## config.mk

```make
export PLATFORM = sky130hd
export DESIGN_NAME = vie_controller
export DESIGN_NICKNAME = d
export VERILOG_FILES = /design/src/design/vie_pkg.sv /design/src/design/vie_controller.sv
export SDC_FILE = /design/constraint.sdc
export NUM_CORES = 1
export LEC_CHECK = 0
export BUFFER_PORTS_ARGS = -buffer_cell sky130_fd_sc_hd__buf_4
export CORE_ASPECT_RATIO = 0.75
export CORE_MARGIN = 2
export CORE_UTILIZATION = 49
export CTS_CLUSTER_DIAMETER = 60
export DETAILED_ROUTE_END_ITERATION = 8
export GPL_ROUTABILITY_DRIVEN = 1
export HOLD_SLACK_MARGIN = 0.02
export PLACE_DENSITY = 0.82
export SLEW_MARGIN = 20
export SYNTH_ARGS = -nofsm -noshare
export SYNTH_HDL_FRONTEND = slang
export SYNTH_SLANG_ARGS = --single-unit
```

## constraint.sdc

```tcl
create_clock -name i_clk -period 2.4 [get_ports i_clk]
set_input_delay 0.12 -clock i_clk [delete_from_list [all_inputs] [get_ports i_clk]]
set_output_delay 0.12 -clock i_clk [all_outputs]
set_load 0.005 [all_outputs]
```

## src/design/vie_pkg.sv

```systemverilog
// Shared types and constants for the instruction executor.
`timescale 1ns / 1ps
package vie_pkg;
    localparam int MEM_BYTES   = 4096;
    localparam int STACK_DEPTH = 16;
    localparam int SCREEN_W    = 64;
    localparam int SCREEN_H    = 32;
    localparam int SCR_PIX     = SCREEN_W * SCREEN_H;
    localparam int SP_W        = $clog2(STACK_DEPTH + 1);
    localparam int SI_W        = $clog2(STACK_DEPTH);
    localparam logic [11:0] PC_RESET = 12'h200;

    typedef enum logic [1:0] {
        CMD_WRITE = 2'd0,
        CMD_EXEC  = 2'd1,
        CMD_PIXEL = 2'd2,
        CMD_NONE  = 2'd3
    } t_cmd;

    typedef enum logic [1:0] {
        ST_OK     = 2'd0,
        ST_UNIMPL = 2'd1,
        ST_STACK  = 2'd2
    } t_status;

    typedef enum logic [4:0] {
        S_CLEAR, S_IDLE, S_FETCH_HI, S_FETCH_LO, S_FETCH_WAIT, S_DECODE,
        S_CLS, S_ALU, S_ALU2, S_DRAW_RD, S_DRAW_WAIT, S_DRAW_PIX, S_DRAW_PIXW,
        S_DRAW_PIXWR, S_STORE, S_LOAD_RD, S_LOAD_WAIT, S_LOAD_WR, S_PIX_RD,
        S_PIX_WAIT, S_MEM_WR, S_RET, S_RET_WAIT, S_DONE
    } t_state;

    // controller -> datapath commands
    typedef struct packed {
        logic       clr_init;   // reset sweep of both memories
        logic       clr_step;
        logic       cap_in;     // capture input item
        logic       mem_wr_in;  // write data byte
        logic       fetch_hi;   // read mem[pc]
        logic       fetch_lo;   // read mem[pc+1], latch high byte
        logic       latch_op;   // latch low byte, pc+=2
        logic       exec;       // execute the decoded instruction
        logic       alu1;       // flag write, and Vx write for 8XY0-8XY4
        logic       alu2;       // Vx write
        logic       cls_start;
        logic       cls_step;
        logic       draw_start;
        logic       draw_rd;    // read sprite row
        logic       draw_lat;   // latch sprite row
        logic       pix_rd;     // read screen pixel for draw
        logic       pix_wr;     // xor pixel
        logic       bit_next;
        logic       row_next;
        logic       st_step;    // FX55 one byte
        logic       ld_rd;
        logic       ld_wr;
        logic       ld_next;
        logic       ret_rd;
        logic       ret_done;
        logic       call_push;
        logic       q_pix_rd;
        logic       q_pix_lat;
        logic       out_load;
        logic [1:0] status;
    } t_ctl;

    typedef struct packed {
        logic       clr_done;
        logic       cls_done;
        logic [1:0] cmd;
        logic [15:0] opcode;
        logic       sp_empty;
        logic       sp_full;
        logic       bit_set;    // current sprite bit is one
        logic       bit_last;
        logic       row_last;   // last row, or n == 0
        logic       idx_last;   // FX55/FX65 counter reached x
    } t_sts;
endpackage

```

## src/design/vie_controller.sv

```systemverilog
// Controller state machine sequencing each command.
`timescale 1ns / 1ps
module vie_controller (
    input  logic           i_clk,
    input  logic           i_rst_n,
    input  logic           i_valid,
    output logic           o_ready,
    output logic           o_valid,
    input  logic           i_ready,
    input  vie_pkg::t_sts  i_sts,
    output vie_pkg::t_ctl  o_ctl
);
    import vie_pkg::*;

    t_state r_state, n_state;
    logic   r_ovalid, n_ovalid;
    logic [1:0] r_st, n_st;
    logic [15:0] op;
    assign op = i_sts.opcode;

    always_ff @(posedge i_clk) begin
        if (!i_rst_n) begin
            r_state  <= S_CLEAR;
            r_ovalid <= 1'b0;
            r_st     <= ST_OK;
        end else begin
            r_state  <= n_state;
            r_ovalid <= n_ovalid;
            r_st     <= n_st;
        end
    end

    assign o_valid = r_ovalid;
    assign o_ready = (r_state == S_IDLE);

    always_comb begin
        n_state  = r_state;
        n_st     = r_st;
        n_ovalid = r_ovalid && !i_ready;
        o_ctl    = '0;
        o_ctl.status = r_st;
        unique case (r_state)
            S_CLEAR: begin
                o_ctl.clr_step = 1'b1;
                if (i_sts.clr_done) n_state = S_IDLE;
            end
            S_IDLE: begin
                if (i_valid) begin
                    o_ctl.cap_in = 1'b1;
                    n_st = ST_OK;
                    n_state = S_MEM_WR;
                end
            end
            S_MEM_WR: begin
                unique case (t_cmd'(i_sts.cmd))
                    CMD_WRITE: begin
                        o_ctl.mem_wr_in = 1'b1;
                        n_state = S_DONE;
                    end
                    CMD_EXEC:  n_state = S_FETCH_HI;
                    CMD_PIXEL: n_state = S_PIX_RD;
                    default:   n_state = S_DONE;
                endcase
            end
            S_FETCH_HI: begin
                o_ctl.fetch_hi = 1'b1;
                n_state = S_FETCH_LO;
            end
            S_FETCH_LO: begin
                o_ctl.fetch_lo = 1'b1;
                n_state = S_FETCH_WAIT;
            end
            S_FETCH_WAIT: begin
                o_ctl.latch_op = 1'b1;
                n_state = S_DECODE;
            end
            S_DECODE: begin
                n_state = S_DONE;
                priority if (op == 16'h00E0) begin
                    o_ctl.cls_start = 1'b1;
                    n_state = S_CLS;
                end else if (op == 16'h00EE) begin
                    if (i_sts.sp_empty) n_st = ST_STACK;
                    else begin
                        o_ctl.ret_rd = 1'b1;
                        n_state = S_RET;
                    end
                end else if (op[15:12] == 4'h0 || op[15:12] == 4'hC
                             || op[15:12] == 4'hE) begin
                    n_st = ST_UNIMPL;
                end else if ((op[15:12] == 4'h5 || op[15:12] == 4'h9)
                             && op[3:0] != 4'h0) begin
                    n_st = ST_UNIMPL;
                end else if (op[15:12] == 4'h2) begin
                    if (i_sts.sp_full) n_st = ST_STACK;
                    else begin
                        o_ctl.call_push = 1'b1;
                        o_ctl.exec = 1'b1;
                    end
                end else if (op[15:12] == 4'h8) begin
                    if ((op[3:0] <= 4'h7) || op[3:0] == 4'hE) begin
                        o_ctl.alu1 = 1'b1;
                        n_state = S_ALU2;
                    end else n_st = ST_UNIMPL;
                end else if (op[15:12] == 4'hD) begin
                    o_ctl.exec = 1'b1;
                    o_ctl.draw_start = 1'b1;
                    n_state = (op[3:0] == 4'd0) ? S_DONE : S_DRAW_RD;
                end else if (op[15:12] == 4'hF) begin
                    o_ctl.exec = 1'b1;
                    priority if (op[7:0] == 8'h1E) n_state = S_DONE;
                    else if (op[7:0] == 8'h55) n_state = S_STORE;
                    else if (op[7:0] == 8'h65) n_state = S_LOAD_RD;
                    else n_st = ST_UNIMPL;
                end else begin
                    o_ctl.exec = 1'b1;
                end
            end
            S_RET: n_state = S_RET_WAIT;
            S_RET_WAIT: begin
                o_ctl.ret_done = 1'b1;
                n_state = S_DONE;
            end
            S_CLS: begin
                o_ctl.cls_step = 1'b1;
                if (i_sts.cls_done) n_state = S_DONE;
            end
            S_ALU: n_state = S_ALU2;
            S_ALU2: begin
                o_ctl.alu2 = 1'b1;
                n_state = S_DONE;
            end
            S_DRAW_RD: begin
                o_ctl.draw_rd = 1'b1;
                n_state = S_DRAW_WAIT;
            end
            S_DRAW_WAIT: begin
                o_ctl.draw_lat = 1'b1;
                n_state = S_DRAW_PIX;
            end
            S_DRAW_PIX: begin
                if (i_sts.bit_set) n_state = S_DRAW_PIXW;
                else if (!i_sts.bit_last) o_ctl.bit_next = 1'b1;
                else if (!i_sts.row_last) begin
                    o_ctl.row_next = 1'b1;
                    n_state = S_DRAW_RD;
                end else n_state = S_DONE;
            end
            S_DRAW_PIXW: begin
                o_ctl.pix_rd = 1'b1;
                n_state = S_DRAW_PIXWR;
            end
            S_DRAW_PIXWR: begin
                o_ctl.pix_wr = 1'b1;
                if (!i_sts.bit_last) begin
                    o_ctl.bit_next = 1'b1;
                    n_state = S_DRAW_PIX;
                end else if (!i_sts.row_last) begin
                    o_ctl.row_next = 1'b1;
                    n_state = S_DRAW_RD;
                end else n_state = S_DONE;
            end
            S_STORE: begin
                o_ctl.st_step = 1'b1;
                if (i_sts.idx_last) n_state = S_DONE;
            end
            S_LOAD_RD: begin
                o_ctl.ld_rd = 1'b1;
                n_state = S_LOAD_WAIT;
            end
            S_LOAD_WAIT: begin
                // keep the address so the byte is still on the read port
                o_ctl.ld_rd = 1'b1;
                n_state = S_LOAD_WR;
            end
            S_LOAD_WR: begin
                o_ctl.ld_wr = 1'b1;
                o_ctl.ld_next = 1'b1;
                n_state = i_sts.idx_last ? S_DONE : S_LOAD_RD;
            end
            S_PIX_RD: begin
                o_ctl.q_pix_rd = 1'b1;
                n_state = S_PIX_WAIT;
            end
            S_PIX_WAIT: begin
                o_ctl.q_pix_lat = 1'b1;
                n_state = S_DONE;
            end
            S_DONE: begin
                if (!r_ovalid || i_ready) begin
                    o_ctl.out_load = 1'b1;
                    n_ovalid = 1'b1;
                    n_state = S_IDLE;
                end
            end
            default: n_state = S_IDLE;
        endcase
    end
endmodule

```

# Word-level counts from Yosys, hierarchy flattened
# Cells that the tools add are included.
# W data, S select, Z words.
[word_totals] regBits=8 elab_cells=179 out_inout_bits=33 in_bits=30
[classes] n_mux=102 n_lt_le_gt_ge=1 n_reduce_logical=19 n_eq_ne=54
[op_table] operator="$mux W5" n=23
[op_table] operator="$pmux W5 S22" n=1
[op_table] operator="$mux W1" n=52
[op_table] operator="$mux W2" n=23
[op_table] operator="$ne A7 B7 Y1 const B" n=6
[op_table] operator="$eq A5 B4 Y1 const B" n=8
[op_table] operator="$eq A5 B5 Y1 const B" n=8
[op_table] operator="$eq A16 B8 Y1 const B" n=2
[op_table] operator="$eq A4 B4 Y1 const B" n=7
[op_table] operator="$eq A5 B3 Y1 const B" n=4
[op_table] operator="$eq A8 B7 Y1 const B" n=2
[op_table] operator="$ne A2 B2 Y1 const B" n=6
[op_table] operator="$reduce_and A11 Y1" n=1
[op_table] operator="$eq A5 B2 Y1 const B" n=2
[op_table] operator="$pmux W5 S2" n=1
[op_table] operator="$eq A8 B5 Y1 const B" n=1
[op_table] operator="$logic_not A4 Y1" n=2
[op_table] operator="$pmux W2 S2" n=2
[op_table] operator="$ne A3 B3 Y1 const B" n=2
[op_table] operator="$ne A6 B6 Y1 const B" n=1
[op_table] operator="$reduce_and A6 Y1" n=1
[op_table] operator="$eq A5 B1 Y1 const B" n=1
[op_table] operator="$logic_not A5 Y1" n=1
[op_table] operator="$logic_or A1 B1 Y1" n=5
[op_table] operator="12 further kinds" n=14

# Depth between registers and ports, before layout
# Gate-level depths: netlist (run 1).
[depth] ltp_word=13 depth_mapped=8 mapped_depth_nobuf=7

# Worst setup path before layout (run 1)
# OpenSTA, ideal clock, no wires.
[synth_path] path_kind="register to register" startpoint="reg r_state[3]" endpoint="reg r_state[1]" synth_period_minus_slack_ps=1815 arrival_ps=1699 stages_incl_launch_ff=7 setup_time_ps=116 path_buffers=1 setup_slack_ps=585 required_time_ps=2284 cell_sequence="dfxtp_1 > buf_6 > or3b_2 > or2_4 > o311ai_2 > nor2_1 > a31o_2"
[synth_via] elab_chain_cells=3 elab_cells_between_ends=33 classes_between="29 x eq/ne; 1 x mux; 3 x reduce/logical"
[synth_rtl] item="from (decl)" line_no="vie_controller.sv:15" source="t_state r_state, n_state;"
[synth_rtl] item="from (signal assigned)" line_no="vie_controller.sv:27" source="r_state <= n_state;"
[synth_rtl] item="$eq A5 B5 Y1, or another cell as far along" line_no="vie_controller.sv:42" source="unique case (r_state)"
[synth_rtl] item="$reduce_or A3 Y1 (no line), or another cell as far along"
[synth_rtl] item="$pmux W5 S22 / $reduce_and A6 Y1 (equally long branches)"
# Several ways; a longest one is shown, not always the timed one.
# A chain may end at the register's enable or synchronous reset.

==> impl_metrics.env, run 1 <==
export IMPL_drt_pass1_iter_count=5
export IMPL_ys_async_sr_fraction_pct=0
export IMPL_postSynthAreaPerCell_um2=6.74
export IMPL_synthDominantCellAreaShare_pct=10.9
export IMPL_crit_chain="or3b_4, nor2_8, nand2_2, a2111oi_0, buf_4"
export IMPL_dieHeight_um=51.5
export IMPL_path_class="reg -> out"
export IMPL_finalSetupViolCount=0
export IMPL_synth_ff_type="dfxtp_1"
export IMPL_cp_required_ns=2.28
export IMPL_worstHoldStart="i_rst_n"
export IMPL_rsz0062_at_grt="false"
export IMPL_grt_max_degree=22
export IMPL_timing_setup_tns_ns=0
export IMPL_cp_slowest_cell="or3b_4"
export IMPL_outcome="finished, final reports clean"
export IMPL_ys_ff_latch=8
export IMPL_rr_worst_depth=6
export IMPL_synth_largest_area_cell="dfxtp_1"
export IMPL_final_common_cell="buf_4"
export IMPL_post_cts_resized=0
export IMPL_use_met1_pct=44.3
export IMPL_dieWidth_um=67.4
export IMPL_area_growth_pct=33.5
export IMPL_powerDensity_mw_per_mm2=837
export IMPL_cts_sinks=8
export IMPL_cts_setup_buffers=0
export IMPL_io_buffers=61
export IMPL_end_kind="primary output"
export IMPL_grt_pass1_vias=1427
export IMPL_drc=0
export IMPL_maxCapViolCount=0
export IMPL_netlist_top_cells_area="dfxtp_1 (11%), nor2_1 (9.2%), nand2b_1 (3.8%), nor2b_1 (3.8%), nor3_1 (3.7%)"
export IMPL_cts_max_level=1
export IMPL_track_usage_pct=26.6
export IMPL_start_util_pct=50.6
export IMPL_insertion_delay_ns=0.23
export IMPL_io_pins=63
export IMPL_dr_first_iter_drc_count=128
export IMPL_dp_hpwl_um=3560
export IMPL_drive_gt1_share_pct=32.7
export IMPL_grt_overflow_total=0
export IMPL_viasPerCell=5.81
export IMPL_gp_congestion=0.923
export IMPL_critPathArrivalTime_ns=2.01
export IMPL_max_slew_worst_pin_slew_ns=0.545
export IMPL_path_buf_inv=1
export IMPL_cts_tree="built"
export IMPL_critPathMaxStageDelay_ns=0.49
export IMPL_final_hold_violation_count=0
export IMPL_relSlewSlack_pct=63.2
export IMPL_num_antenna_cells=0
export IMPL_top_usage_layer="met1"
export IMPL_power_leakage_uw=0.000855
export IMPL_period_needed_ns=2.13
export IMPL_drv_slew=0
export IMPL_syn_area_mm2=0.00148
export IMPL_grt_pass1_wl_um=7050
export IMPL_startpoint_type="register"
export IMPL_dieArea_mm2=0.00347
export IMPL_rows=17
export IMPL_numCtsBuffers=3
export IMPL_wire_per_inst_um=14.2
export IMPL_clock_path_buffers=2
export IMPL_ant_nets=0
export IMPL_r2r_start="r_state[3]"
export IMPL_finClkSkew_ns=0.00233
export IMPL_cts_hold_buf=0
export IMPL_whs_ns=0.197
export IMPL_critPathTopFamily="simple AND/OR/NAND/NOR gates"
export IMPL_ys_warn_count=0
export IMPL_synth_edf_count=0
export IMPL_hp_class="in -> reg"
export IMPL_grt_use_met3_pct=6.49
export IMPL_cts_root_buf="clkbuf_8"
export IMPL_netlist_instances=219
export IMPL_via_count=1802
export IMPL_syn_nets=251
export IMPL_yosysSeqAreaShare_pct=10.9
export IMPL_layout_common_cells="buf_4 (67), nor2_1 (36), nand2_1 (14)"
export IMPL_wirelength_um=4410
export IMPL_antenna_found_initial=0
export IMPL_cp_max_fo=16
export IMPL_yosysUniqueCellTypes=61
export IMPL_grtUsageMet2_pct=35.0
export IMPL_reg2reg_to="r_state[4]"
export IMPL_whs_path_depth=2
export IMPL_r2r_slack_ns=0.33
export IMPL_min_to="o_valid"
export IMPL_path_clk_slew_ns=0.04
export IMPL_core_area_mm2=0.00291
export IMPL_fin_crit_sh_pct=88.9
export IMPL_nNetsFinal=306
export IMPL_max_freq_mhz=469
export IMPL_irDropWorstVdd_v=0.000508
[Yosys cell counts, types with 3 or more instances]
| cell type | n |
|---|---|
| a21oi_1 | 10 |
| a31o_2 | 3 |
| a31oi_1 | 4 |
| and2_1 | 4 |
| buf_2 | 3 |
| buf_6 | 3 |
| clkbuf_1 | 8 |
| dfxtp_1 | 8 |
| inv_1 | 9 |
| mux2i_1 | 3 |
| nand2_1 | 14 |
| nand2b_1 | 9 |
| nand3_1 | 9 |
| nor2_1 | 36 |
| nor2b_1 | 9 |
| nor3_1 | 11 |
| nor4_1 | 3 |
| nor4bb_1 | 3 |
| o211ai_1 | 3 |
| o21ai_0 | 9 |
| o221ai_1 | 3 |
| o31ai_1 | 3 |
[metal layers]
metal	vias up	wire length, um
li1	902	-
met1	793	2120
met2	107	1750
met3	0	535
met4	0	0
met5	-	0
[where the power goes]
part	internal, uW	leakage [uW]	switching, uW	total (uW)
sequential	175	0.0000654	92.0	267
combinational	558	0.000768	659	1220
clock	109	0.0000216	55.5	164
[per-stage QoR]
step / setup slack (ns) / instance area, um2 / cells / total power [uW] / util, %
2_1_floorplan: 0.585 / 1480 / 219 / 1120 / -
6_report: 0.266 / 1970 / 310 / 1650 / 67.6
4_1_cts: 0.269 / 1970 / 310 / 1630 / 67.6
3_3_place_gp: 0.442 / 1930 / 307 / 1450 / 66.2
3_5_place_dp: 0.362 / 1930 / 307 / 1460 / 66.2
5_1_grt: 0.105 / 1970 / 310 / 1790 / 67.6
[worst max-delay path by stage]
stage	from	endpoint	slack, ns	cells past startpoint
floorplan	r_state[3]	r_state[1]	0.59	6
global placement	r_state[4]	r_state[1]	0.44	6
detailed placement	r_state[3]	r_state[4]	0.36	6
CTS	r_state[4]	o_ctl[22]	0.27	5
global route	r_state[4]	o_ctl[22]	0.11	5
finish	r_state[4]	o_ctl[22]	0.27	5
[area by class of cell]
type,instances,area (um2)
multi-input combinational,185,1180
tap,38,47.5
clock buffer,3,41.3
sequential,8,160
timing repair buffer,67,503
inverter,9,33.8
fill,271,945
[flip-flops by register name (all words and copies together), names as in the netlist]
name	flops
o_valid	1
r_st	2
r_state	5
[worst register-to-register path: stages, from the launching register on]
cell and delay (ns):
dfxtp_1 0.49, or3b_2 0.54, or2_4 0.28, o311ai_2 0.26, nor2_1 0.09, o21ai_0 0.22
a31oi_1 0.06
[cell families after synthesis]
group,share of synthesized area [%]
and+or+nand+nor,44.5
AOI/OAI and AO/OA,28.4
buffers and inverters,8.90
DFF,10.9
muxes,3.56
xor gates and xnor gates,1.78
adders and majority gates,1.70
other,0.254
Power figures use the tool's default switching activity.
==> inputs of run 2 (changes only) <==
CORE_UTILIZATION = 48   (was 49)
CTS_BUF_LIST = sky130_fd_sc_hd__clkbuf_4 sky130_fd_sc_hd__clkbuf_8 sky130_fd_sc_hd__clkbuf_16   (was default)
PLACE_DENSITY = 0.8   (was 0.82)
==> run 2 against run 1 <==
Worst setup slack lost 0.042 ns. Count of clock-buffer cells in the layout unchanged. Critical path depth did not move. Design area shrank 0.38%. Register-to-register slack worse by 0.04 ns. Utilization fell by 0.75 points.
==> impl_metrics.env, run 2 (synthesis gave the netlist of run 1 again) <==
export IMPL_outcome="finished, final reports clean"
export IMPL_dp_hpwl_um=3650
export IMPL_start_util_pct=50.3
export IMPL_cts_sinks=8
export IMPL_relSlewSlack_pct=63.6
export IMPL_drv_slew=0
export IMPL_fin_crit_sh_pct=90.7
export IMPL_period_needed_ns=2.18
export IMPL_area_growth_pct=33.0
export IMPL_insertion_delay_ns=0.23
export IMPL_powerDensity_mw_per_mm2=838
export IMPL_path_class="reg -> out"
export IMPL_drc=0
export IMPL_io_pins=63
export IMPL_dieHeight_um=52.0
export IMPL_critPathArrivalTime_ns=2.06
export IMPL_max_freq_mhz=460
export IMPL_maxCapViolCount=0
export IMPL_numCtsBuffers=3
export IMPL_max_slew_worst_pin_slew_ns=0.539
export IMPL_cts_max_level=1
export IMPL_cts_root_buf="clkbuf_8"
export IMPL_startpoint_type="register"
export IMPL_layout_setup_ws_ns=0.224
export IMPL_timing_setup_tns_ns=0
export IMPL_nNetsFinal=305
export IMPL_dieWidth_um=68.0
export IMPL_crit_chain="or3b_4, nor2_8, nand2_2, a2111oi_0, buf_4"
export IMPL_final_common_cell="buf_4"
export IMPL_via_count=1866
export IMPL_io_buffers=61
export IMPL_core_area_mm2=0.00294
export IMPL_cts_hold_buf=0
export IMPL_grt_pass1_wl_um=7380
export IMPL_grt_max_degree=22
export IMPL_r2r_slack_ns=0.29
export IMPL_layout_common_cells="buf_4 (66), nor2_1 (36), nand2_1 (14)"
export IMPL_cts_setup_buffers=0
export IMPL_hp_class="in -> reg"
export IMPL_cp_required_ns=2.28
export IMPL_viasPerCell=6.04
export IMPL_final_hold_violation_count=0
export IMPL_rows=17
export IMPL_finClkSkew_ns=0.000698
export IMPL_track_usage_pct=27.3
export IMPL_antenna_found_initial=0
export IMPL_cts_tree="built"
export IMPL_finalSetupViolCount=0
export IMPL_cp_max_fo=16
export IMPL_num_antenna_cells=0
export IMPL_regMostFlops="r_state"
export IMPL_wire_per_inst_um=14.9
export IMPL_grt_pass1_vias=1529
export IMPL_clock_path_buffers=2
export IMPL_path_clk_slew_ns=0.04
export IMPL_dieArea_mm2=0.00354
export IMPL_power_leakage_uw=0.000850
export IMPL_cp_slowest_cell="or3b_4"
export IMPL_largest_reg_flops=5
export IMPL_critPathMaxStageDelay_ns=0.50
export IMPL_end_kind="primary output"
export IMPL_drive_gt1_share_pct=32.5
export IMPL_post_cts_resized=0
export IMPL_grt_overflow_total=0
export IMPL_dr_first_iter_drc_count=154
export IMPL_wirelength_um=4610
export IMPL_rsz0062_at_grt="false"
export IMPL_dp_slack_ns=0.389
export IMPL_gp_congestion=0.941
export IMPL_ant_nets=0
export IMPL_drt_pass1_iter_count=5
export IMPL_irDropWorstVdd_v=0.000589
[run 2: changes by cell type in the layout (fill, tap and decap cells not counted), sizes merged]
cell  previous run  this run
buf             67        66
[run 2: path summary, 6_finish.rpt]
path / cells past startpoint / end / startpoint
hold / removal: 2 / o_valid / i_rst_n
setup reg to reg: 6 / r_state[3] / r_state[4]
setup / recovery: 5 / o_ctl[22] / r_state[4]
hold reg to reg: 2 / r_st[1] / r_st[1]
[run 2: metrics by stage]
| step | cell area, um2 | util [%] | power [uW] | hold WS (ns) | std cells |
|---|---|---|---|---|---|
| 2_1_floorplan | 1480 | - | 1120 | 0.271 | 219 |
| 3_3_place_gp | 1920 | 65.4 | 1440 | 0.422 | 306 |
| 3_5_place_dp | 1920 | 65.4 | 1450 | 0.433 | 306 |
| 4_1_cts | 1960 | 66.8 | 1620 | 0.206 | 309 |
| 5_1_grt | 1960 | 66.8 | 1780 | 0.220 | 309 |
| 6_report | 1960 | 66.8 | 1640 | 0.206 | 309 |
[run 2: layer usage]
metal / vias up / global-route usage (%) / part of all wire (%)
met3: 12 / 8.23 / 13
met1: 839 / 42.9 / 47
li1: 902 / - / -
met5: - / 0 / 0
met4: 0 / 3.00 / 1.3
met2: 113 / 36.6 / 39
[run 2: critical path: cells and delay by family (launching register included)]
family | cells | cell delay (ns)
buf+inv | 1 | 0.18
flops | 1 | 0.47
simple gates | 3 | 0.81
compound gates | 1 | 0.38
[run 2: cell type report]
type,instances,area (um2)
fill,267,973
sequential,8,160
multi-input combinational,185,1180
tap,38,47.5
timing repair buffer,66,495
inverter,9,33.8
clock buffer,3,41.3
[run 2: power breakdown]
group / switching (uW) / total (uW) / internal (uW)
sequential: 88.9 / 264 / 175
combinational: 671 / 1220 / 548
clock: 51.5 / 160 / 108
==> inputs of run 3 (changes only) <==
CORE_MARGIN = default   (was 2)
CORE_UTILIZATION = 49   (was 48)
PLACE_DENSITY = 0.82   (was 0.8)
==> run 3 against run 2 <==
Fmax down 0.48%. Sequential power rose by 5%. Critical endpoint unchanged. Utilization increased by 5.1 points. Die area shrank 8.5%. Clock skew is 0.00062 ns higher. Flip-flop and latch count unchanged. Worst setup slack got worse by 0.010 ns.
==> impl_metrics.env, run 3 (synthesis gave the netlist of run 1 again) <==
export IMPL_clock_path_buffers=2
export IMPL_internal_power_uw=832
export IMPL_critPathTopFamily="simple AND/OR/NAND/NOR gates"
export IMPL_regMostFlops="r_state"
export IMPL_finClkSkew_ns=0.00131
export IMPL_grt_pass1_vias=1534
export IMPL_path_buf_inv=1
export IMPL_grt_overflow_total=0
export IMPL_rows=16
export IMPL_cp_max_fo=16
export IMPL_drv_slew=0
export IMPL_path_class="reg -> out"
export IMPL_rsz0062_at_grt="false"
export IMPL_drc=0
export IMPL_final_common_cell="buf_4"
export IMPL_powerDensity_mw_per_mm2=854
export IMPL_timing_setup_tns_ns=0
export IMPL_final_cell_area_mm2=0.00196
export IMPL_cp_slowest_cell="or3b_4"
export IMPL_post_cts_resized=0
export IMPL_num_antenna_cells=0
export IMPL_finalSetupViolCount=0
export IMPL_dr_max_layer_used="met4"
export IMPL_combPwrFrac_pct=73.2
export IMPL_start_util_pct=54.2
export IMPL_end_kind="primary output"
export IMPL_nNetsFinal=305
export IMPL_irDropWorstVdd_v=0.000471
export IMPL_fillers=251
export IMPL_path_clk_slew_ns=0.04
export IMPL_dieWidth_um=65.4
export IMPL_cts_hold_buf=0
export IMPL_max_slew_worst_pin_slew_ns=0.574
export IMPL_clock_power_share_pct=10.3
export IMPL_antenna_found_initial=0
export IMPL_relSlewSlack_pct=61.2
export IMPL_grt_pass1_wl_um=7470
export IMPL_p_switching_uw=840
export IMPL_io_pins=63
export IMPL_dieArea_mm2=0.00324
export IMPL_dp_cells=304
export IMPL_startpoint_type="register"
export IMPL_outcome="finished, final reports clean"
export IMPL_met2_length_um=1750
export IMPL_cts_tree="built"
export IMPL_cts_max_level=1
export IMPL_viasPerCell=6.09
export IMPL_final_hold_violation_count=0
export IMPL_placed_area_mm2=0.00192
export IMPL_wire_per_inst_um=14.9
export IMPL_max_freq_mhz=457
export IMPL_wirelength_um=4590
export IMPL_via_count=1871
export IMPL_period_needed_ns=2.19
export IMPL_power_leakage_uw=0.000850
export IMPL_ant_nets=0
export IMPL_dieHeight_um=49.5
export IMPL_maxCapViolCount=0
export IMPL_area_growth_pct=32.8
export IMPL_dr_first_iter_drc_count=173
export IMPL_cts_sinks=8
export IMPL_r2r_slack_ns=0.25
export IMPL_core_area_mm2=0.00272
export IMPL_numCtsBuffers=3
export IMPL_layout_common_cells="buf_4 (66), nor2_1 (36), nand2_1 (14)"
export IMPL_grt_max_degree=21
export IMPL_largest_reg_flops=5
export IMPL_power_uw=1670
export IMPL_crit_chain="or3b_4, nor2_8, nand2_2, a2111oi_0, buf_4"
export IMPL_gp_congestion=0.913
export IMPL_drive_gt1_share_pct=32.5
export IMPL_insertion_delay_ns=0.24
export IMPL_critPathArrivalTime_ns=2.07
export IMPL_wl_met1_um=2200
export IMPL_fin_crit_sh_pct=91.1
export IMPL_cp_required_ns=2.28
export IMPL_netSwitchingFraction_pct=50.2
export IMPL_io_buffers=61
export IMPL_drt_pass1_iter_count=5
export IMPL_dp_hpwl_um=3640
export IMPL_critPathMaxStageDelay_ns=0.50
export IMPL_layout_cells_non_filler=307
export IMPL_p_seq_share_pct=16.5
export IMPL_wl_met3_um=598
export IMPL_cts_setup_buffers=0
export IMPL_hp_class="in -> reg"
export IMPL_cts_root_buf="clkbuf_8"
export IMPL_track_usage_pct=29.7
[run 3: cell counts in the layout (fill, tap and decap cells not counted)]
No cell type changed its count.
[run 3: worst register-to-register path, cell delays in order, from the launching register on]
cell and delay [ns]:
dfxtp_1 0.49, or3b_2 0.54, or2_4 0.28, o311ai_2 0.28
nor2_1 0.11, o21ai_0 0.23, a31oi_1 0.08
[run 3: worst paths after layout]
path	cells past startpoint	end	startpoint
hold reg to reg	2	r_st[1]	r_st[1]
setup / recovery	5	o_ctl[22]	r_state[4]
hold / removal	2	o_valid	i_rst_n
setup reg to reg	6	r_state[4]	r_state[3]
[run 3: power by group through the flow]
stage          combinational [uW]  sequential, uW  clock (uW)
3_3_place_gp                 1170             270           0
6_report                     1220             276         173
5_1_grt                      1340             289         182
4_1_cts                      1200             271         174
3_5_place_dp                 1180             271           0
2_1_floorplan                 918             205           0
[run 3: layout make-up]
type / instances / area [um2] / share of cell area [%]
Clock buffer: 3 / 41.3 / 2.11
Inverter: 9 / 33.8 / 1.72
Multi-Input combinational cell: 185 / 1180 / 60.4
Sequential cell: 8 / 160 / 8.17
Tap cell: 36 / 45.0 / 2.30
Timing Repair Buffer: 66 / 495 / 25.3
[run 3: through the flow]
step | util [%] | hold slack, ns | setup slack (ns)
after floorplan | - | 0.271 | 0.585
after global placement | 70.5 | 0.421 | 0.430
after detailed placement | 70.5 | 0.425 | 0.356
after CTS | 72.0 | 0.180 | 0.215
after global routing | 72.0 | 0.186 | 0.0766
final | 72.0 | 0.184 | 0.214
[run 3: routing by layer]
metal,global-route usage (%),vias to the layer above
met1,47.8,835
li1,-,906
met2,39.0,125
met4,6.52,0
met5,0,-
met3,5.56,5
